[src/rtl/core/amci_pkg.sv]
// ----------------------------------------------------------------------------
// amci_pkg
// shared types and constants for the movi chunk indexer
// ----------------------------------------------------------------------------
package amci_pkg;

  localparam int unsigned OFS_W  = 63;  // absolute file offset width
  localparam int unsigned LEN_W  = 32;  // chunk size width
  localparam int unsigned STRM_W = 7;   // stream number width
  localparam int unsigned KIND_W = 2;   // chunk kind width
  localparam int unsigned SKIP_W = 33;  // payload plus pad byte count

  // ascii codes seen in chunk ids
  localparam logic [7:0] CH_L     = 8'h4C;
  localparam logic [7:0] CH_I     = 8'h49;
  localparam logic [7:0] CH_S     = 8'h53;
  localparam logic [7:0] CH_T     = 8'h54;
  localparam logic [7:0] CH_D     = 8'h64;
  localparam logic [7:0] CH_B     = 8'h62;
  localparam logic [7:0] CH_C     = 8'h63;
  localparam logic [7:0] CH_P     = 8'h70;
  localparam logic [7:0] CH_W     = 8'h77;
  localparam logic [7:0] CH_ZERO  = 8'h30;
  localparam logic [7:0] CH_NINE  = 8'h39;

  // chunk kinds
  localparam logic [KIND_W-1:0] KIND_DB = 2'd0;  // uncompressed video
  localparam logic [KIND_W-1:0] KIND_DC = 2'd1;  // compressed video
  localparam logic [KIND_W-1:0] KIND_PC = 2'd2;  // palette change
  localparam logic [KIND_W-1:0] KIND_WB = 2'd3;  // audio

  typedef enum logic [1:0] {
    PH_HEADER   = 2'd0,
    PH_LISTTYPE = 2'd1,
    PH_SKIP     = 2'd2
  } phase_t;

  typedef struct packed {
    logic [7:0] data_byte;
    logic       last_byte;
  } byte_beat_t;

  typedef struct packed {
    logic [OFS_W-1:0]  entry_offset;
    logic [LEN_W-1:0]  entry_length;
    logic [STRM_W-1:0] stream_number;
    logic [KIND_W-1:0] chunk_kind;
  } entry_t;

endpackage

[src/rtl/core/amci_ifs.sv]
// ----------------------------------------------------------------------------
// amci channel interfaces
// valid/ready channels for bytes, index entries and the base offset register
// ----------------------------------------------------------------------------
interface amci_byte_if;
  logic       valid;
  logic       ready;
  logic [7:0] data_byte;
  logic       last_byte;

  modport source (output valid, output data_byte, output last_byte, input ready);
  modport sink   (input valid, input data_byte, input last_byte, output ready);
endinterface

interface amci_entry_if;
  logic                            valid;
  logic                            ready;
  logic [amci_pkg::OFS_W-1:0]      entry_offset;
  logic [amci_pkg::LEN_W-1:0]      entry_length;
  logic [amci_pkg::STRM_W-1:0]     stream_number;
  logic [amci_pkg::KIND_W-1:0]     chunk_kind;

  modport source (output valid, output entry_offset, output entry_length,
                  output stream_number, output chunk_kind, input ready);
  modport sink   (input valid, input entry_offset, input entry_length,
                  input stream_number, input chunk_kind, output ready);
endinterface

interface amci_cfg_if;
  logic                       valid;
  logic                       ready;
  logic [amci_pkg::OFS_W-1:0] list_base_offset;

  modport source (output valid, output list_base_offset, input ready);
  modport sink   (input valid, input list_base_offset, output ready);
endinterface

[src/rtl/core/amci_in_stage.sv]
// ----------------------------------------------------------------------------
// amci_in_stage
// input register holding one byte beat until the parser takes it
// ----------------------------------------------------------------------------
module amci_in_stage (
  input  logic                 clk,
  input  logic                 rst_n,
  input  logic                 in_valid,
  output logic                 in_ready,
  input  amci_pkg::byte_beat_t in_beat,
  input  logic                 pop,
  output logic                 hold_valid,
  output amci_pkg::byte_beat_t hold_beat
);

  logic                 valid_r;
  logic                 valid_nxt;
  amci_pkg::byte_beat_t beat_r;
  logic                 take;

  assign in_ready   = !valid_r || pop;
  assign take       = in_valid && in_ready;
  assign hold_valid = valid_r;
  assign hold_beat  = beat_r;

  always_comb begin
    valid_nxt = valid_r;
    if (take) begin
      valid_nxt = 1'b1;
    end else if (pop) begin
      valid_nxt = 1'b0;
    end
  end

  always_ff @(posedge clk) begin
    if (!rst_n) begin
      valid_r <= 1'b0;
    end else begin
      valid_r <= valid_nxt;
    end
  end

  always_ff @(posedge clk) begin
    if (take) begin
      beat_r <= in_beat;
    end
  end

endmodule

[src/rtl/core/amci_parser.sv]
// ----------------------------------------------------------------------------
// amci_parser
// chunk header state machine: assembles headers, descends lists, skips payload
// ----------------------------------------------------------------------------
module amci_parser (
  input  logic                       clk,
  input  logic                       rst_n,
  input  logic                       beat_valid,
  input  amci_pkg::byte_beat_t       beat,
  input  logic                       out_free,
  input  logic                       cfg_we,
  input  logic [amci_pkg::OFS_W-1:0] cfg_base,
  output logic                       pop,
  output logic                       emit,
  output amci_pkg::entry_t           entry
);

  amci_pkg::phase_t                   phase_r, phase_nxt;
  logic [2:0]                         cnt_r, cnt_nxt;
  logic [31:0]                        id_r, id_nxt;
  logic [amci_pkg::LEN_W-1:0]         size_r, size_nxt;
  logic [amci_pkg::SKIP_W-1:0]        skip_r, skip_nxt;
  logic [amci_pkg::OFS_W-1:0]         pos_r, pos_nxt;
  logic [amci_pkg::OFS_W-1:0]         base_r, base_nxt;

  logic [31:0]                        id_upd;
  logic [amci_pkg::LEN_W-1:0]         size_upd;
  logic [amci_pkg::OFS_W-1:0]         payload;
  logic [7:0]                         c0, c1, c2, c3;
  logic                               hdr_done;
  logic                               is_list;
  logic                               digits_ok;
  logic                               kind_ok;
  logic [amci_pkg::KIND_W-1:0]        kind;
  logic                               emit_cand;
  logic [amci_pkg::SKIP_W-1:0]        skip_load;
  logic [amci_pkg::SKIP_W-1:0]        skip_dec;

  // header shifting and entry decode
  always_comb begin
    id_upd   = (!cnt_r[2]) ? {beat.data_byte, id_r[31:8]} : id_r;
    size_upd = (cnt_r[2]) ? {beat.data_byte, size_r[31:8]} : size_r;
    payload  = pos_r + {{(amci_pkg::OFS_W-1){1'b0}}, 1'b1};
    c0 = id_upd[7:0];
    c1 = id_upd[15:8];
    c2 = id_upd[23:16];
    c3 = id_upd[31:24];
    hdr_done  = (phase_r == amci_pkg::PH_HEADER) && (cnt_r == 3'd7);
    is_list   = (c0 == amci_pkg::CH_L) && (c1 == amci_pkg::CH_I) &&
                (c2 == amci_pkg::CH_S) && (c3 == amci_pkg::CH_T);
    digits_ok = (c0 >= amci_pkg::CH_ZERO) && (c0 <= amci_pkg::CH_NINE) &&
                (c1 >= amci_pkg::CH_ZERO) && (c1 <= amci_pkg::CH_NINE);
    kind_ok = 1'b1;
    kind    = amci_pkg::KIND_DB;
    if (c2 == amci_pkg::CH_D && c3 == amci_pkg::CH_B) begin
      kind = amci_pkg::KIND_DB;
    end else if (c2 == amci_pkg::CH_D && c3 == amci_pkg::CH_C) begin
      kind = amci_pkg::KIND_DC;
    end else if (c2 == amci_pkg::CH_P && c3 == amci_pkg::CH_C) begin
      kind = amci_pkg::KIND_PC;
    end else if (c2 == amci_pkg::CH_W && c3 == amci_pkg::CH_B) begin
      kind = amci_pkg::KIND_WB;
    end else begin
      kind_ok = 1'b0;
    end
    emit_cand = beat_valid && hdr_done && !is_list && digits_ok && kind_ok &&
                (size_upd != '0);
    // pad byte when the payload end lands on an odd offset
    skip_load = {1'b0, size_upd} +
                {{(amci_pkg::SKIP_W-1){1'b0}}, payload[0] ^ size_upd[0]};
    skip_dec  = (skip_r != '0) ? skip_r - {{(amci_pkg::SKIP_W-1){1'b0}}, 1'b1} : skip_r;

    entry.entry_offset  = payload;
    entry.entry_length  = size_upd;
    entry.stream_number = {c0[3:0], 3'b000} + {2'b00, c0[3:0], 1'b0} +
                          {3'b000, c1[3:0]};
    entry.chunk_kind    = kind;
  end

  // a beat with no result need not wait for the result register
  assign pop  = beat_valid && (out_free || !emit_cand);
  assign emit = pop && emit_cand;

  // next state
  always_comb begin
    phase_nxt = phase_r;
    cnt_nxt   = cnt_r;
    id_nxt    = id_r;
    size_nxt  = size_r;
    skip_nxt  = skip_r;
    pos_nxt   = pos_r;
    base_nxt  = base_r;
    if (pop) begin
      unique case (phase_r)
        amci_pkg::PH_HEADER: begin
          id_nxt   = id_upd;
          size_nxt = size_upd;
          cnt_nxt  = cnt_r + 3'd1;
          if (hdr_done) begin
            if (is_list) begin
              phase_nxt = amci_pkg::PH_LISTTYPE;
            end else begin
              skip_nxt  = skip_load;
              phase_nxt = (skip_load != '0) ? amci_pkg::PH_SKIP : amci_pkg::PH_HEADER;
            end
          end
        end
        amci_pkg::PH_LISTTYPE: begin
          if (cnt_r == 3'd3) begin
            cnt_nxt   = 3'd0;
            phase_nxt = amci_pkg::PH_HEADER;
          end else begin
            cnt_nxt = cnt_r + 3'd1;
          end
        end
        amci_pkg::PH_SKIP: begin
          skip_nxt = skip_dec;
          if (skip_dec == '0) begin
            phase_nxt = amci_pkg::PH_HEADER;
          end
        end
        default: begin
          phase_nxt = amci_pkg::PH_HEADER;
        end
      endcase
      pos_nxt = payload;
      if (beat.last_byte) begin
        phase_nxt = amci_pkg::PH_HEADER;
        cnt_nxt   = 3'd0;
        id_nxt    = '0;
        size_nxt  = '0;
        skip_nxt  = '0;
        pos_nxt   = base_r;
      end
    end
    if (cfg_we) begin
      base_nxt = cfg_base;
      pos_nxt  = cfg_base;
    end
  end

  always_ff @(posedge clk) begin
    if (!rst_n) begin
      phase_r <= amci_pkg::PH_HEADER;
      cnt_r   <= 3'd0;
      id_r    <= '0;
      size_r  <= '0;
      skip_r  <= '0;
      pos_r   <= '0;
      base_r  <= '0;
    end else begin
      phase_r <= phase_nxt;
      cnt_r   <= cnt_nxt;
      id_r    <= id_nxt;
      size_r  <= size_nxt;
      skip_r  <= skip_nxt;
      pos_r   <= pos_nxt;
      base_r  <= base_nxt;
    end
  end

endmodule

[src/rtl/core/amci_out_stage.sv]
// ----------------------------------------------------------------------------
// amci_out_stage
// result register for one index entry
// ----------------------------------------------------------------------------
module amci_out_stage (
  input  logic             clk,
  input  logic             rst_n,
  input  logic             load,
  input  amci_pkg::entry_t load_entry,
  output logic             out_free,
  output logic             out_valid,
  input  logic             out_ready,
  output amci_pkg::entry_t out_entry
);

  logic             valid_r;
  logic             valid_nxt;
  amci_pkg::entry_t entry_r;

  assign out_free  = !valid_r || out_ready;
  assign out_valid = valid_r;
  assign out_entry = entry_r;

  always_comb begin
    valid_nxt = valid_r;
    if (load) begin
      valid_nxt = 1'b1;
    end else if (out_ready) begin
      valid_nxt = 1'b0;
    end
  end

  always_ff @(posedge clk) begin
    if (!rst_n) begin
      valid_r <= 1'b0;
    end else begin
      valid_r <= valid_nxt;
    end
  end

  always_ff @(posedge clk) begin
    if (load) begin
      entry_r <= load_entry;
    end
  end

endmodule

[src/rtl/core/avi_movi_chunk_indexer_top.sv]
// ----------------------------------------------------------------------------
// avi_movi_chunk_indexer_top
// scans movi list bytes and emits an index entry for each nonempty stream chunk
// ----------------------------------------------------------------------------
// path: the beat completing a header waits in the input register, and its
//   entry is then loaded into the result register once that register is free
// throughput: one byte beat per cycle while no stalled result holds the parser
// a stalled result only holds up bytes once the input register is also full
// reset: synchronous active-low rst_n clears both stage valids, the parse
//   state, the byte position and the base offset register
// ----------------------------------------------------------------------------
module avi_movi_chunk_indexer_top (
  input  logic          clk,
  input  logic          rst_n,
  amci_byte_if.sink     in_bus,
  amci_entry_if.source  out_bus,
  amci_cfg_if.sink      cfg_bus
);

  amci_pkg::byte_beat_t in_beat;
  amci_pkg::byte_beat_t hold_beat;
  amci_pkg::entry_t     parse_entry;
  amci_pkg::entry_t     out_entry;
  logic                 in_ready;
  logic                 hold_valid;
  logic                 pop;
  logic                 emit;
  logic                 out_free;
  logic                 out_valid;
  logic                 cfg_we;

  // base reg always ready; user must have writes arrive while idle, unenforced
  assign cfg_bus.ready = 1'b1;
  assign cfg_we        = cfg_bus.valid;

  assign in_beat.data_byte = in_bus.data_byte;
  assign in_beat.last_byte = in_bus.last_byte;
  assign in_bus.ready      = in_ready;

  // input register: decouples the byte source from a stalled result
  amci_in_stage u_in (
    .clk        (clk),
    .rst_n      (rst_n),
    .in_valid   (in_bus.valid),
    .in_ready   (in_ready),
    .in_beat    (in_beat),
    .pop        (pop),
    .hold_valid (hold_valid),
    .hold_beat  (hold_beat)
  );

  // header assembly, list descent, payload skip and entry decode
  amci_parser u_parse (
    .clk        (clk),
    .rst_n      (rst_n),
    .beat_valid (hold_valid),
    .beat       (hold_beat),
    .out_free   (out_free),
    .cfg_we     (cfg_we),
    .cfg_base   (cfg_bus.list_base_offset),
    .pop        (pop),
    .emit       (emit),
    .entry      (parse_entry)
  );

  // result register for the index entry beat
  amci_out_stage u_out (
    .clk        (clk),
    .rst_n      (rst_n),
    .load       (emit),
    .load_entry (parse_entry),
    .out_free   (out_free),
    .out_valid  (out_valid),
    .out_ready  (out_bus.ready),
    .out_entry  (out_entry)
  );

  assign out_bus.valid         = out_valid;
  assign out_bus.entry_offset  = out_entry.entry_offset;
  assign out_bus.entry_length  = out_entry.entry_length;
  assign out_bus.stream_number = out_entry.stream_number;
  assign out_bus.chunk_kind    = out_entry.chunk_kind;

endmodule

[src/flat_wrapper.sv]
// flat-port wrapper written by rule: the top's interface ports become plain ports
module avi_movi_chunk_indexer_top_flat 
  (clk, rst_n, in_bus_valid, in_bus_data_byte, in_bus_last_byte, in_bus_ready, out_bus_valid, out_bus_entry_offset, out_bus_entry_length, out_bus_stream_number, out_bus_chunk_kind, out_bus_ready, cfg_bus_valid, cfg_bus_list_base_offset, cfg_bus_ready);
  amci_byte_if in_bus_i ();
  amci_entry_if out_bus_i ();
  amci_cfg_if cfg_bus_i ();
  input  logic clk;
  input  logic rst_n;
  input wire logic [$bits(in_bus_i.valid)-1:0] in_bus_valid;
  input wire logic [$bits(in_bus_i.data_byte)-1:0] in_bus_data_byte;
  input wire logic [$bits(in_bus_i.last_byte)-1:0] in_bus_last_byte;
  output wire logic [$bits(in_bus_i.ready)-1:0] in_bus_ready;
  output wire logic [$bits(out_bus_i.valid)-1:0] out_bus_valid;
  output wire logic [$bits(out_bus_i.entry_offset)-1:0] out_bus_entry_offset;
  output wire logic [$bits(out_bus_i.entry_length)-1:0] out_bus_entry_length;
  output wire logic [$bits(out_bus_i.stream_number)-1:0] out_bus_stream_number;
  output wire logic [$bits(out_bus_i.chunk_kind)-1:0] out_bus_chunk_kind;
  input wire logic [$bits(out_bus_i.ready)-1:0] out_bus_ready;
  input wire logic [$bits(cfg_bus_i.valid)-1:0] cfg_bus_valid;
  input wire logic [$bits(cfg_bus_i.list_base_offset)-1:0] cfg_bus_list_base_offset;
  output wire logic [$bits(cfg_bus_i.ready)-1:0] cfg_bus_ready;
  assign in_bus_i.valid = in_bus_valid;
  assign in_bus_i.data_byte = in_bus_data_byte;
  assign in_bus_i.last_byte = in_bus_last_byte;
  assign in_bus_ready = in_bus_i.ready;
  assign out_bus_valid = out_bus_i.valid;
  assign out_bus_entry_offset = out_bus_i.entry_offset;
  assign out_bus_entry_length = out_bus_i.entry_length;
  assign out_bus_stream_number = out_bus_i.stream_number;
  assign out_bus_chunk_kind = out_bus_i.chunk_kind;
  assign out_bus_i.ready = out_bus_ready;
  assign cfg_bus_i.valid = cfg_bus_valid;
  assign cfg_bus_i.list_base_offset = cfg_bus_list_base_offset;
  assign cfg_bus_ready = cfg_bus_i.ready;
  avi_movi_chunk_indexer_top u_core (.clk(clk), .rst_n(rst_n), .in_bus(in_bus_i), .out_bus(out_bus_i), .cfg_bus(cfg_bus_i));
endmodule
[config.mk]
export PLATFORM = sky130hd
export DESIGN_NAME = avi_movi_chunk_indexer_top_flat
export DESIGN_NICKNAME = d
export VERILOG_FILES = /design/src/rtl/core/amci_pkg.sv /design/src/rtl/core/amci_ifs.sv /design/src/rtl/core/amci_in_stage.sv /design/src/rtl/core/amci_parser.sv /design/src/rtl/core/amci_out_stage.sv /design/src/rtl/core/avi_movi_chunk_indexer_top.sv /design/src/flat_wrapper.sv
export SDC_FILE = /design/constraint.sdc
export NUM_CORES = 1
export LEC_CHECK = 0
export ABC_CLOCK_PERIOD_IN_PS = 16200
export BUFFER_PORTS_ARGS = -buffer_cell sky130_fd_sc_hd__buf_2
export CAP_MARGIN = 0
export CELL_PAD_IN_SITES_DETAIL_PLACEMENT = 1
export CELL_PAD_IN_SITES_GLOBAL_PLACEMENT = 2
export CORE_MARGIN = 2
export CORE_UTILIZATION = 40
export CTS_CLUSTER_SIZE = 8
export DETAILED_ROUTE_END_ITERATION = 8
export PLACE_DENSITY = 0.86
export REMOVE_ABC_BUFFERS = 1
export SKIP_CTS_REPAIR_TIMING = 1
export SLEW_MARGIN = 15
export SYNTH_ARGS = -nofsm -noshare
export SYNTH_HDL_FRONTEND = slang
export SYNTH_SLANG_ARGS = --single-unit
[constraint.sdc]
create_clock -name clk -period 16.2 [get_ports clk]
set_input_delay 1.62 -clock clk [delete_from_list [all_inputs] [get_ports clk]]
set_output_delay 1.62 -clock clk [all_outputs]
set_load 0.02 [all_outputs]
Word level (Yosys, flattened, before mapping). Index checks and enable logic that the tools add are counted.

$add $sub $neg: 6. $mul: 0. Divide/modulo/power cells: 0. Order comparisons: 4. Equality and inequality tests: 17. Shift-type cells: 0. Mux-type cells: 35. Bitwise gates (word level): 1. Reduce and logical (&&, ||, !) cells: 42.

Operators with widths (count): two-way mux 32 bit (6); two-way mux 63 bit (3); two-way mux 33 bit (4); == test 8 x 7 -> 1 bit (second input constant) (9); case mux 33 bit (2 select lines) (1); nonzero test 33 bit (2); adder 63 x 1 -> 63 bit (second input constant) (1); adder 32 x 1 -> 33 bit (1); logical NOT 33 bit (1); subtractor 33 x 1 -> 33 bit (second input constant) (1); nonzero test 32 bit (1); logical AND 1 bit (19); greater-or-equal comparator 8 x 6 -> 1 bit (second input constant) (2); <= comparator 8 x 6 -> 1 bit (second input constant) (2); two-way mux 2 bit (8); inequality test 3 x 2 -> 1 bit (second input constant) (4); two-way mux 1 bit (9); AND reduction 4 bit (2); nonzero test 2 bit (4); adder 7 x 4 -> 7 bit (1); adder 7 x 5 -> 7 bit (1); two-way mux 3 bit (2); case mux 2 bit (3 select lines) (1); case mux 3 bit (2 select lines) (1); 12 further kinds (19).

Bits in registers: 343. Bits in latches: 0. RAM bits: 0. Bits in read-only memories: 0. Input port bits: 77. Memories kept: 0.

Logic depth before layout (Yosys ltp). Gate-level depths: netlist of run 1.

Depth after elaboration: 16. Mapped depth: 18.

Cells and area by module. Synthesis of run 1 repeated with hierarchy kept, for this count alone.

Cells, all modules: 1890. Area total of the unflattened synthesis: 17421.7 sq um.

Modules (own cells, without submodules): amci_parser (times used 1, cells each 1766, area an instance 13910.8 sq um, sequential area each 4564.4 sq um); amci_out_stage (times used 1, cells each 108, area an instance 3171.8 sq um, sequential area each 3143.0 sq um); amci_in_stage (times used 1, cells each 14, area an instance 327.8 sq um, sequential area each 290.3 sq um); avi_movi_chunk_indexer_top (times used 1, cells each 2, area an instance 11.3 sq um, sequential area each 0.0 sq um).

Worst setup path before layout of run 1. OpenSTA, ideal clock, no wires.

Path type: input -> register. Start point: input out_bus_ready. End point: register u_core.u_out.entry_r (netlist bit u_core.u_out.out_entry[0]) (enable). Arrival: 6.652 ns. Required time: 15.632 ns. Setup slack: 8.979 ns. Stages on the path: 5. Cells stage by stage: nand2b_1 o31ai_1 clkbuf_1 buf_1 nor2_1.

Longest elaborated chain between the ends: 4.

Ends and longest elaborated chain: start: declaration (line flat_wrapper.sv:18) `input wire logic [$bits(out_bus_i.ready)-1:0] out_bus_ready;`; logical OR 1 bit (line amci_out_stage.sv:20) `assign out_free = !valid_r || out_ready;`; logical OR 1 bit (line amci_parser.sv:81) `assign pop = beat_valid && (out_free || !emit_cand);`; logical AND 1 bit (line amci_parser.sv:81); logical AND 1 bit (line amci_parser.sv:82) `assign emit = pop && emit_cand;`; via u_core.emit (line avi_movi_chunk_indexer_top.sv:27) `logic emit;`; end signal: assignment (line amci_out_stage.sv:43) `entry_r <= load_entry;`; end: declaration (line amci_out_stage.sv:18) `amci_pkg::entry_t entry_r;`.

The timed path passes the listed nets, and every way through them passes these cells. A chain may end at the register's enable or synchronous reset.

Worst setup path in the final report of run 1.
Start point: register u_core.u_parse.cnt_r[2]. End point: register u_core.u_out.entry_r (netlist bit u_core.u_out.out_entry[86]) (enable).

Longest elaborated chain between the ends: 14.

Ends and longest elaborated chain: start: declaration (line amci_parser.sv:19) `logic [2:0] cnt_r, cnt_nxt;`; start signal: assignment (line amci_parser.sv:153) `cnt_r <= cnt_nxt;`; parallel branches: the longest is 9 deep, another holds greater-or-equal comparator 8 x 6 -> 1 bit; logical AND 1 bit (*) (line amci_parser.sv:66) `emit_cand = beat_valid && hdr_done && !is_list && digits_ok && kind_ok &&`; logical NOT 1 bit (line amci_parser.sv:81); logical OR 1 bit (line amci_parser.sv:81); logical AND 1 bit (line amci_parser.sv:81); logical AND 1 bit (*) (line amci_parser.sv:82); via u_core.emit (line avi_movi_chunk_indexer_top.sv:27).

Mark *: on every way through the listed nets, which the timed path passes.

==> summary.md, run 1 <==
| Metric | Value |
|---|---|
| Average via count per standard cell | 5.81 |
| Signed area change from the synthesized netlist to the final layout | 15.7% |
| Final critical delay including setup and external delays | 5230 ps |
| Syn Std Cell Area | 17,500 sq um |
| Cell Rows | 76 |
| Number of synthesized register bits | 343 |
| Number of standard cells after synthesis | 1,962 |
| Highest-delay cell along the critical path | buf_4 |
| Top flip-flop cell by instance count after synthesis | dfxtp_1 |
| Via count | 15.7k |
| Number of clock buffers inserted by TritonCTS | 49 |
| Maximum vdd ir drop | 79.1 uV |
| Net Sw Power | 0.521 mW |
| Main area contributors after synthesis | dfxtp_1 (26%), edfxtp_1 (19%), a21oi_1 (5.2%) |
| Count of different cell masters after synthesis | 74 |
| Average wire per standard cell | 21.4 microns |
| Final Hold Fails | 0 |
| Highest fanout seen on the critical path | 65 |
| Run status | complete, no violations |
| Setup Viol. Count Final | 0 |
| Crit path buf inv count | 3 |
| Element type at the critical path end | flop |
| Total number of clock tree sinks | 343 |
| Share of the clock period used by the worst path after layout | 0.323 |
| Sequential cell area fraction in the yosys report | 0.458 |
| Remaining max-slew budget at the tightest pin | 0.182 |
| X dimension of the die | 213 microns |
| Initial antenna violation count | 6 |
| Vertical die dimension | 213 microns |
| Maximum root-to-sink buffer count | 3 |
| Detailed placer's ending HPWL | 37,900 microns |
| Int Pwr | 1.54 mW |
| Clock tree from TritonCTS | yes |
| Share of post-route cells with drive strength above 1 | 0.145 |
| Mean instance size in the synthesized netlist | 8.90 sq um |
| Net count of the finished layout | 2,159 |
| Setup repair after global routing missed its margin | false |
| Class of the most critical hold timing path | reg -> reg |
| Crit path top cell by count | buf_4 |
| Starting utilization of the core area | 0.406 |
| I/O pin cnt | 184 |
| Worst Setup Path Type | reg -> reg |
| Global router's overall resource usage | 0.255 |
| Number of synthesized flops with an enable pin | 113 |
| Cell area power density | 102 nW/um^2 |
| Net switching fraction of the power | 0.253 |
| Yosys warning total | 0 |
| Critical path launch point type | flop |
| Total of buffers placed on input and output ports | 182 |
| Data arrival time of the critical path | 5420 ps |
| Wire length of the first global-routing pass | 90,900 microns |
| Slew at the pin closest to its max-slew limit | 1230 ps |
| Required time worst endpoint | 16,400 ps |
| Max-cap check violation count | 0 |
| Total detailed-routing wirelength | 57,700 microns |
| H-tree lvl count | 2 |
| Reg clk slew, reported paths | 50 ps |
| Detailed Route Iter0 Violations | 969 |
| Synth top area share | 0.264 |
| Number of remaining DRC errors | 0 |
| Comb power frac | 0.075 |
| Synth async-reset ratio | 0 |
| Final Max Tran Viols | 0 |
| Fmax | 191 MHz |
| Pin count of the biggest net entering global routing | 104 |
| Overall die area | 45,400 sq um |
| TritonRoute pass-1 iters | 5 |
| Family of cells with the greatest summed delay on the critical path | buffers and inverters |
| Leakage power | 7.71 nW |
| Cell at the root of the clock tree | clkbuf_16 |
| Remaining antenna violation count | 0 |
| Fin Clk Skew | 32.9 ps |
| Core Region | 43,100 sq um |
| Clock share of power | 0.471 |
| Skew-Pair Late Insertion Delay | 600 ps |
| Sum of negative setup slack | 0 ps |
| Gp weighted congestion | 0.907 |
| Filler instances | 5,003 |
| Sequential group share of total power | 0.454 |
| Largest stage delay, worst path | 720 ps |
| Total gr overflow | 0 |
| Critical Path, Cell by Cell | buf_4 -> mux2i_1 -> nand4_1 -> a2111o_1 -> o21ai_0 -> o31ai_4 -> nor2_4 -> buf_4 -> buf_4 |
| Largest area contributor in the netlist | dfxtp_1 |
| Final Power | 2.06 mW |
| Number of global-route vias before repair | 16.1k |
[cell families after synthesis]
logic type	synth area share
AND/OR/NAND/NOR	0.196
adder cells (fa/ha/maj)	0.0116
buffers and inverters	0.0411
multiplexers	0.0566
AO/OA/AOI/OAI	0.185
XOR/XNOR	0.0521
flip-flops	0.458
other	0.000215
[synthesized netlist by cell type, drive strengths merged (42+ instances only)]
cell type / instances
nor2: 203
nor3: 42
dfxtp: 230
edfxtp: 113
clkbuf: 125
o21ai: 115
xnor2: 73
a22oi: 51
mux2i: 74
nand2: 180
nand3: 62
a21oi: 182
[worst paths after layout]
check | slack [ps] | cells past startpoint | endpoint | startpoint
setup / recovery | 10980 | 9 | u_core.u_out.out_entry[86] | u_core.u_parse.cnt_r[2]
hold / removal | 470 | 2 | u_core.u_parse.base_r[62] | u_core.u_parse.base_r[62]
setup reg to reg | 10980 | 9 | u_core.u_out.out_entry[86] | u_core.u_parse.cnt_r[2]
hold reg to reg | 470 | 2 | u_core.u_parse.base_r[62] | u_core.u_parse.base_r[62]
[state kept, by name, summed over array words and instances, names as in the netlist]
name,cells
u_core.u_out.out_valid,1
u_core.u_parse.skip_r,33
u_core.u_in.hold_valid,1
u_core.u_in.hold_beat,9
u_core.u_parse.base_r,63
u_core.u_parse.cnt_r,3
u_core.u_out.out_entry,104
u_core.u_parse.id_r,32
u_core.u_parse.phase_r,2
u_core.u_parse.pos_r,63
u_core.u_parse.size_r,32
[worst reg2reg max path, stage by stage, from the launching register on]
cell	delay, ps
dfxtp_4	610
buf_4	690
mux2i_1	550
nand4_1	170
a2111o_1	330
o21ai_0	420
o31ai_4	120
nor2_4	700
buf_4	460
buf_4	740
[layout make-up]
class	count	area (sq um)	area share
Clock inverter	4	50.0	0.00248
Sequential cell	343	8000	0.396
Antenna cell	3	7.51	0.000372
Timing Repair Buffer	203	1070	0.0530
Tap cell	585	732	0.0362
Clock buffer	87	1390	0.0688
Multi-Input combinational cell	1430	8800	0.435
Inverter	40	155	0.00768
[cells in the final DEF, fill, tap and decap left out, types with 10 or more instances in the layout]
cell type and instances:
inv_1 37, ha_1 13, xor2_1 31, o31ai_1 10, a31oi_1 13, nand3_1 62, o21ai_0 113, nor3_1 41
a22o_1 22, o31a_1 12, o21a_1 18, xnor2_1 73, clkbuf_1 37, a21o_1 10, a21oi_1 182, edfxtp_1 113
and2_1 15, mux2i_1 74, a22oi_1 51, o21bai_1 12, and3_1 26, o211ai_1 12, dfxtp_1 229, nor2_1 201
buf_2 181, or4_1 12, clkbuf_16 50, nor4_1 40, nand2_1 180, nand4_1 37, buf_4 22, mux2_2 22
[through the flow]
step / utilization / area [sq um] / std cells / setup slack, ps / hold WS, ps
3_3_place_gp: 0.435 / 18800 / 2601 / 11220 / 439
2_1_floorplan: - / 16900 / 1813 / 659 / 431
3_5_place_dp: 0.435 / 18800 / 2601 / 10990 / 453
6_report: 0.469 / 20200 / 2695 / 10980 / 465
4_1_cts: 0.469 / 20200 / 2692 / 10950 / 461
5_1_grt: 0.469 / 20200 / 2692 / 10570 / 481
[power by group through the flow]
stage               Combinational (mW)  Sequential, mW  Clock, mW
floorplan                       0.0935           0.948          0
CTS                              0.156           0.935      0.999
global route                     0.174           0.938       1.03
global placement                 0.151           0.951          0
detailed placement               0.155           0.952          0
finish                           0.155           0.936      0.972
[metal layers]
metal / wire [microns] / global-route usage / vias to the layer above
met5: 60 / 0 / -
met4: 1580 / 0.0820 / 8
met1: 25600 / 0.329 / 7824
met3: 3290 / 0.0554 / 101
li1: - / - / 7356
met2: 27200 / 0.425 / 368
Power figures use the tool's default switching activity.
==> run 2, diff against run 1 <==
Settings changed: ABC_AREA set to 1, ABC_CLOCK_PERIOD_IN_PS 16200 to 4900, CORE_UTILIZATION 40 to 34, PLACE_DENSITY 0.86 to 0.81.
Clock period 16.2 ns to 4.9 ns, I/O delays scaled along.
==> run 2 against run 1 <==
Against the previous run: non-clock buffer count is 5 higher; largest cell class unchanged; via count increased by 20%; first-iteration DRC count is 14% higher; largest power group unchanged; setup slack worse by 10000 ps; area after synthesis rose by 8.3%.
==> summary.md, run 2 <==
| Metric | Value |
|---|---|
| Run status | complete, no violations |
| Maximum vdd ir drop | 212 uV |
| Crit path top cell by count | o21ai_0 |
| Number of standard cells after synthesis | 2,720 |
| Main area contributors after synthesis | dfxtp_1 (24%), edfxtp_1 (18%), nand2_1 (15%) |
| Max-cap check violation count | 0 |
| Class of the most critical hold timing path | in -> reg |
| Instance area at placement | 20,400 sq um |
| Count of different cell masters after synthesis | 48 |
| Filler instances | 7,049 |
| Layout Cell Area excl Fill | 21,800 sq um |
| Skew-Pair Late Insertion Delay | 600 ps |
| Fin Clk Skew | 17.3 ps |
| Sequential cell area fraction in the yosys report | 0.423 |
| Detailed placer's ending HPWL | 51,200 microns |
| Comb power frac | 0.172 |
| Worst slack, placed | 805 ps |
| Sequential group share of total power | 0.411 |
| Final critical delay including setup and external delays | 4140 ps |
| Commonest non-fill, non-tap cell in the layout | nand2_1 |
| Element type at the critical path end | flop |
| Share of the clock period used by the worst path after layout | 0.846 |
| X dimension of the die | 240 microns |
| Gp weighted congestion | 0.914 |
| Cell at the root of the clock tree | clkbuf_16 |
| Number of synthesized flops with an enable pin | 113 |
| Commonest cells after routing, fill and taps aside | nand2_1 (770), nor2_1 (356), a21oi_1 (255) |
| Remaining antenna violation count | 0 |
| Int Pwr | 5.34 mW |
| Setup repair after global routing missed its margin | false |
| Final Hold Fails | 0 |
| Slack of the critical path | 757 ps |
| Share of post-route cells with drive strength above 1 | 0.113 |
| Starting utilization of the core area | 0.343 |
| Data arrival time of the critical path | 4650 ps |
| Number of remaining DRC errors | 0 |
| Total gr overflow | 0 |
| Wire length of the first global-routing pass | 110,000 microns |
| Average wire per standard cell | 19.5 microns |
| Leakage power | 8.83 nW |
| Slew at the pin closest to its max-slew limit | 1060 ps |
| Synth async-reset ratio | 0 |
| Total number of clock tree sinks | 343 |
| Net count of the finished layout | 2,940 |
| Routed wl met3 | 2910 microns |
| Yosys warning total | 0 |
| Fmax | 241 MHz |
| TritonRoute pass-1 iters | 5 |
| Clock share of power | 0.417 |
| Critical Path, Cell by Cell | inv_2 -> or2_2 -> o21ai_0 -> inv_1 -> o21ai_0 -> nand3_1 -> nor2_2 -> nand3_2 -> nand2_4 -> inv_2 -> nand2_4 -> o21ai_0 -> a21oi_1 |
| I/O pin cnt | 184 |
| Net switching fraction of the power | 0.312 |
| Most frequent cells after synthesis | nand2_1 (771), nor2_1 (356), a21oi_1 (255) |
| Final std cells w/o fill | 3,632 |
| Signed area change from the synthesized netlist to the final layout | 15.1% |
| Reg clk slew, reported paths | 60 ps |
| Core Region | 55,100 sq um |
| Final Power | 7.76 mW |
| Number of antenna diodes | 0 |
| Cell Rows | 86 |
| Pin count of the biggest net entering global routing | 108 |
| Instance count after placement with tap cells included | 3,545 |
| Setup Viol. Count Final | 0 |
| Syn Std Cell Area | 18,900 sq um |
| Highest fanout seen on the critical path | 107 |
| Top flip-flop cell by instance count after synthesis | dfxtp_1 |
| Met2 layer wire length in the routed design | 32,900 microns |
| Maximum root-to-sink buffer count | 3 |
| Clock tree from TritonCTS | yes |
| Routed met1 length | 32,300 microns |
| H-tree lvl count | 2 |
| Global router's overall resource usage | 0.246 |
| Required time worst endpoint | 5400 ps |
| Number of global-route vias before repair | 19.3k |
| Net Sw Power | 2.42 mW |
| Via count | 18.7k |
| Total detailed-routing wirelength | 70,800 microns |
| Most numerous cell in the Yosys netlist | nand2_1 |
| Detailed Route Iter0 Violations | 1,101 |
| Mean instance size in the synthesized netlist | 6.96 sq um |
| Synth top area share | 0.243 |
| Overall die area | 57,600 sq um |
| Worst Setup Path Type | reg -> reg |
| Cell area power density | 356 nW/um^2 |
| Remaining max-slew budget at the tightest pin | 0.290 |
| Vertical die dimension | 240 microns |
| Final Max Tran Viols | 0 |
| Largest area contributor in the netlist | dfxtp_1 |
| Critical path launch point type | flop |
| Average via count per standard cell | 5.16 |
| Initial antenna violation count | 3 |
| Top routing layer used | met5 |
| Flip-flop count of the largest register after layout | 104 |
| Largest stage delay, worst path | 920 ps |
| Number of clock buffers inserted by TritonCTS | 49 |
| Highest-delay cell along the critical path | dfxtp_4 |
| Sum of negative setup slack | 0 ps |
| Total of buffers placed on input and output ports | 182 |
| Number of synthesized register bits | 343 |
[run 2: cell count changes after synthesis, moves of 56 or more]
cell | before | now
nand2_1 | 180 | 771
inv_1 | 39 | 232
nor2_1 | 202 | 356
mux2i_1 | 74 | 0
a21oi_1 | 182 | 255
xnor2_1 | 73 | 16
o21ai_0 | 113 | 169
[run 2: path summary, 6_finish.rpt]
| kind | startpoint | to | slack, ps | cells after the start |
|---|---|---|---|---|
| worst max-delay path | u_core.u_parse.cnt_r[2] | u_core.u_parse.size_r[5] | 760 | 13 |
| worst min-delay path | in_bus_data_byte[7] | u_core.u_in.hold_beat[8] | 70 | 1 |
| worst max register to register | u_core.u_parse.cnt_r[2] | u_core.u_parse.size_r[5] | 760 | 13 |
| worst min register to register | u_core.u_parse.base_r[5] | u_core.u_parse.base_r[5] | 460 | 2 |
[run 2: critical path, delay by kind of cell (launching register included)]
kind	cells	cell delay, ps
AND/OR/NAND/NOR	6	1780
flip-flops	1	920
AO/OA/AOI/OAI	4	680
buffers and inverters	3	610
[run 2: layout make-up]
| class | instances | area (sq um) | area share |
|---|---|---|---|
| sequential | 343 | 8000 | 0.367 |
| inverter | 246 | 931 | 0.0427 |
| tap | 748 | 936 | 0.0430 |
| clock buffer | 84 | 1380 | 0.0633 |
| multi-input combinational | 2000 | 9340 | 0.429 |
| timing repair buffer | 208 | 1140 | 0.0525 |
| clock inverter | 3 | 43.8 | 0.00201 |
[run 2: cell families (layout without fill, tap and decap cells)]
logic type               after synthesis  in the layout  share of synthesized area
AND/OR/NAND/NOR                     1384           1384                      0.302
AO/OA/AOI/OAI                        520            520                      0.144
buffers and inverters                377            541                     0.0836
flip-flops                           343            343                      0.423
XOR/XNOR                              80             80                     0.0370
adder cells (fa/ha/maj)               15             15                     0.0107
other                                  1              1                   0.000198
[run 2: metal layers]
layer,vias up,global-route usage
met5,-,0
met4,4,0.0941
li1,9123,-
met3,139,0.0351
met1,9074,0.323
met2,390,0.410
[run 2: power by group through the flow]
stage / Combinational, mW / Sequential (mW) / Clock (mW)
after detailed placement: 1.33 / 3.24 / 0
after global routing: 1.50 / 3.20 / 3.43
final: 1.34 / 3.19 / 3.24
after floorplan: 0.850 / 3.22 / 0
after global placement: 1.30 / 3.24 / 0
after CTS: 1.34 / 3.19 / 3.33
[run 2: through the flow]
step                hold WS (ps)  utilization
finish                      74.4        0.395
global route                49.7        0.395
CTS                         42.2        0.395
detailed placement           452        0.369
global placement             437        0.369
floorplan                    427            -
==> run 3, diff against run 2 <==
Settings changed: ABC_AREA 1 to 0, ABC_CLOCK_PERIOD_IN_PS 4900 to 3600, CORE_UTILIZATION 34 to 33, PLACE_DENSITY 0.81 to 0.76.
Clock period 4.9 ns to 3.6 ns, I/O delays scaled along.
==> run 3 against run 2 <==
Against the previous run: the run now ends with setup timing left; setup slack worse by 760 ps; clock-buffer cell count stayed put; final cell count is 20% lower; global-route usage is 2.5 points lower; sequential cell count stayed put; sequential share of layout area is 0.76 points higher; total power is 21% higher; worst hold slack worse by 58 ps; design area is 2.0% lower; via count is 15% lower; core utilization is 1.2 points higher.
==> summary.md, run 3 (same netlist as run 1, synthesis figures left out) <==
| Metric | Value |
|---|---|
| Via count | 16.0k |
| Pin count of the biggest net entering global routing | 113 |
| Reg2Reg Setup Slack | 70 ps |
| Layout Cell Area excl Fill | 21,300 sq um |
| Reg clk slew, reported paths | 50 ps |
| Total gr overflow | 0 |
| Int Pwr | 7.05 mW |
| Critical Path, Cell by Cell | nor4bb_1 -> o22ai_1 -> a21o_1 -> a211o_1 -> or4b_2 -> buf_2 |
| Net count of the finished layout | 2,257 |
| Share of post-route cells with drive strength above 1 | 0.185 |
| Worst Hold Path Cells | 3 |
| Number of global-route vias before repair | 16.1k |
| Cell at the root of the clock tree | clkbuf_16 |
| Filler instances | 6,086 |
| Net Sw Power | 2.37 mW |
| Class of the most critical hold timing path | in -> reg |
| Total of buffers placed on input and output ports | 182 |
| Commonest cells after routing, fill and taps aside | dfxtp_1 (229), nor2_1 (201), a21oi_1 (181), buf_2 (181), nand2_1 (180) |
| Skew-Pair Late Insertion Delay | 590 ps |
| Element type at the critical path end | output pin |
| TritonRoute pass-1 iters | 5 |
| Cell area power density | 441 nW/um^2 |
| Maximum vdd ir drop | 300 uV |
| Average via count per standard cell | 5.52 |
| Family of cells with the greatest summed delay on the critical path | simple AND/OR/NAND/NOR gates |
| Initial antenna violation count | 5 |
| Number of remaining DRC errors | 0 |
| Worst Setup Path Type | reg -> out |
| Detailed Route Iter0 Violations | 849 |
| Number of clock buffers inserted by TritonCTS | 49 |
| Slack of the critical path | -5.31 ps |
| Required time worst endpoint | 3240 ps |
| Combined area of the multi-input logic cells | 8860 sq um |
| Average wire per standard cell | 21.2 microns |
| Critical path launch point type | flop |
| Core Region | 52,400 sq um |
| Overall die area | 54,800 sq um |
| I/O pin cnt | 184 |
| Logic depth of the worst path, buffers included | 6 |
| Clock tree from TritonCTS | yes |
| Worst hold start | cfg_bus_list_base_offset[54] |
| Setup Viol. Count Final | 1 |
| Worst flop-to-flop path endpoint | u_core.u_parse.skip_r[16] |
| Instance area at placement | 19,700 sq um |
| Sequential group share of total power | 0.447 |
| Net switching fraction of the power | 0.251 |
| Worst min-delay path endpoint | u_core.u_parse.pos_r[54] |
| Sequential standard cell area | 8000 sq um |
| Final Hold Fails | 0 |
| Leakage power | 8.19 nW |
| Violated checks | setup timing |
| Share of the clock period used by the worst path after layout | 1.00 |
| Setup repair after global routing missed its margin | true |
| Commonest non-fill, non-tap cell in the layout | dfxtp_1 |
| Highest-delay cell along the critical path | or4b_2 |
| Slew at the pin closest to its max-slew limit | 836 ps |
| Max-cap check violation count | 0 |
| Starting utilization of the core area | 0.333 |
| Comb power frac | 0.083 |
| Flip-flop count of the largest register after layout | 104 |
| Core utilization of the finished layout | 0.407 |
| Highest fanout seen on the critical path | 7 |
| Remaining max-slew budget at the tightest pin | 0.437 |
| H-tree lvl count | 2 |
| Clock share of power | 0.470 |
| Signed area change from the synthesized netlist to the final layout | 22.1% |
| R2r worst-path depth | 10 |
| Remaining antenna violation count | 0 |
| Wire length of the first global-routing pass | 94,600 microns |
| Gp weighted congestion | 0.891 |
| Fmax | 277 MHz |
| Data arrival time of the critical path | 3250 ps |
| Vertical die dimension | 234 microns |
| X dimension of the die | 234 microns |
| Total number of clock tree sinks | 343 |
| Launching point of the worst reg2reg path | u_core.u_parse.cnt_r[2] |
| Final critical delay including setup and external delays | 3610 ps |
| Total detailed-routing wirelength | 61,400 microns |
| Detailed placer's ending HPWL | 42,500 microns |
| Maximum root-to-sink buffer count | 3 |
| Final Max Tran Viols | 0 |
| Run status | complete, but fails checks |
| Cell Rows | 84 |
| Crit path buf inv count | 1 |
| Fin Clk Skew | 30.2 ps |
| Global router's overall resource usage | 0.221 |
| Largest stage delay, worst path | 770 ps |
## run 3: power groups by stage
stage / sequential (mW) / combinational, mW / clock [mW]
3_5_place_dp: 4.28 / 0.769 / 0
6_report: 4.21 / 0.778 / 4.43
5_1_grt: 4.22 / 0.860 / 4.68
3_3_place_gp: 4.28 / 0.755 / 0
4_1_cts: 4.21 / 0.776 / 4.55
2_1_floorplan: 4.27 / 0.421 / 0
## run 3: stage by stage
step                      setup slack (ps)  instances  hold WS, ps  power [mW]  setup TNS, ps
after global routing                 -47.6       2888         1.96        9.76          -47.6
after global placement               -14.7       2790          437        5.04          -14.7
final                                -5.31       2890         16.7        9.42          -5.31
after floorplan                     -11940       1813          431        4.69       -1867260
after CTS                             -114       2876        -73.0        9.53           -143
after detailed placement              20.2       2790          455        5.05              0
## run 3: per-layer routing
| layer | vias to the layer above | track usage | wire length [microns] | part of all wire |
|---|---|---|---|---|
| met5 | - | 0 | 54 | 0.00088 |
| met4 | 8 | 0.0605 | 1530 | 0.025 |
| met3 | 106 | 0.0400 | 3020 | 0.049 |
| met2 | 361 | 0.371 | 29000 | 0.47 |
| met1 | 7932 | 0.291 | 27800 | 0.45 |
| li1 | 7547 | - | - | - |
## run 3: cell type report
type,instances,area share
clock inverter,2,0.00182
inverter,40,0.00727
antenna,2,0.000235
tap,688,0.0403
sequential,343,0.375
clock buffer,84,0.0666
multi-input combinational,1430,0.415
timing repair buffer,301,0.0934
## run 3: worst max path at each step
stage	endpoint	from
6_report	in_bus_ready	u_core.u_in.hold_beat[1]
5_1_grt	in_bus_ready	u_core.u_in.hold_beat[1]
4_1_cts	in_bus_ready	u_core.u_parse.cnt_r[2]
3_5_place_dp	u_core.u_parse.skip_r[16]	u_core.u_parse.cnt_r[2]
3_3_place_gp	u_core.u_parse.skip_r[16]	u_core.u_parse.cnt_r[2]
2_1_floorplan	u_core.u_out.out_entry[0]	u_core.u_parse.cnt_r[2]
## run 3: tightest hold or removal path: stages
cell and delay (ps):
buf_2 90, nand3_1 60, o21ai_0 60
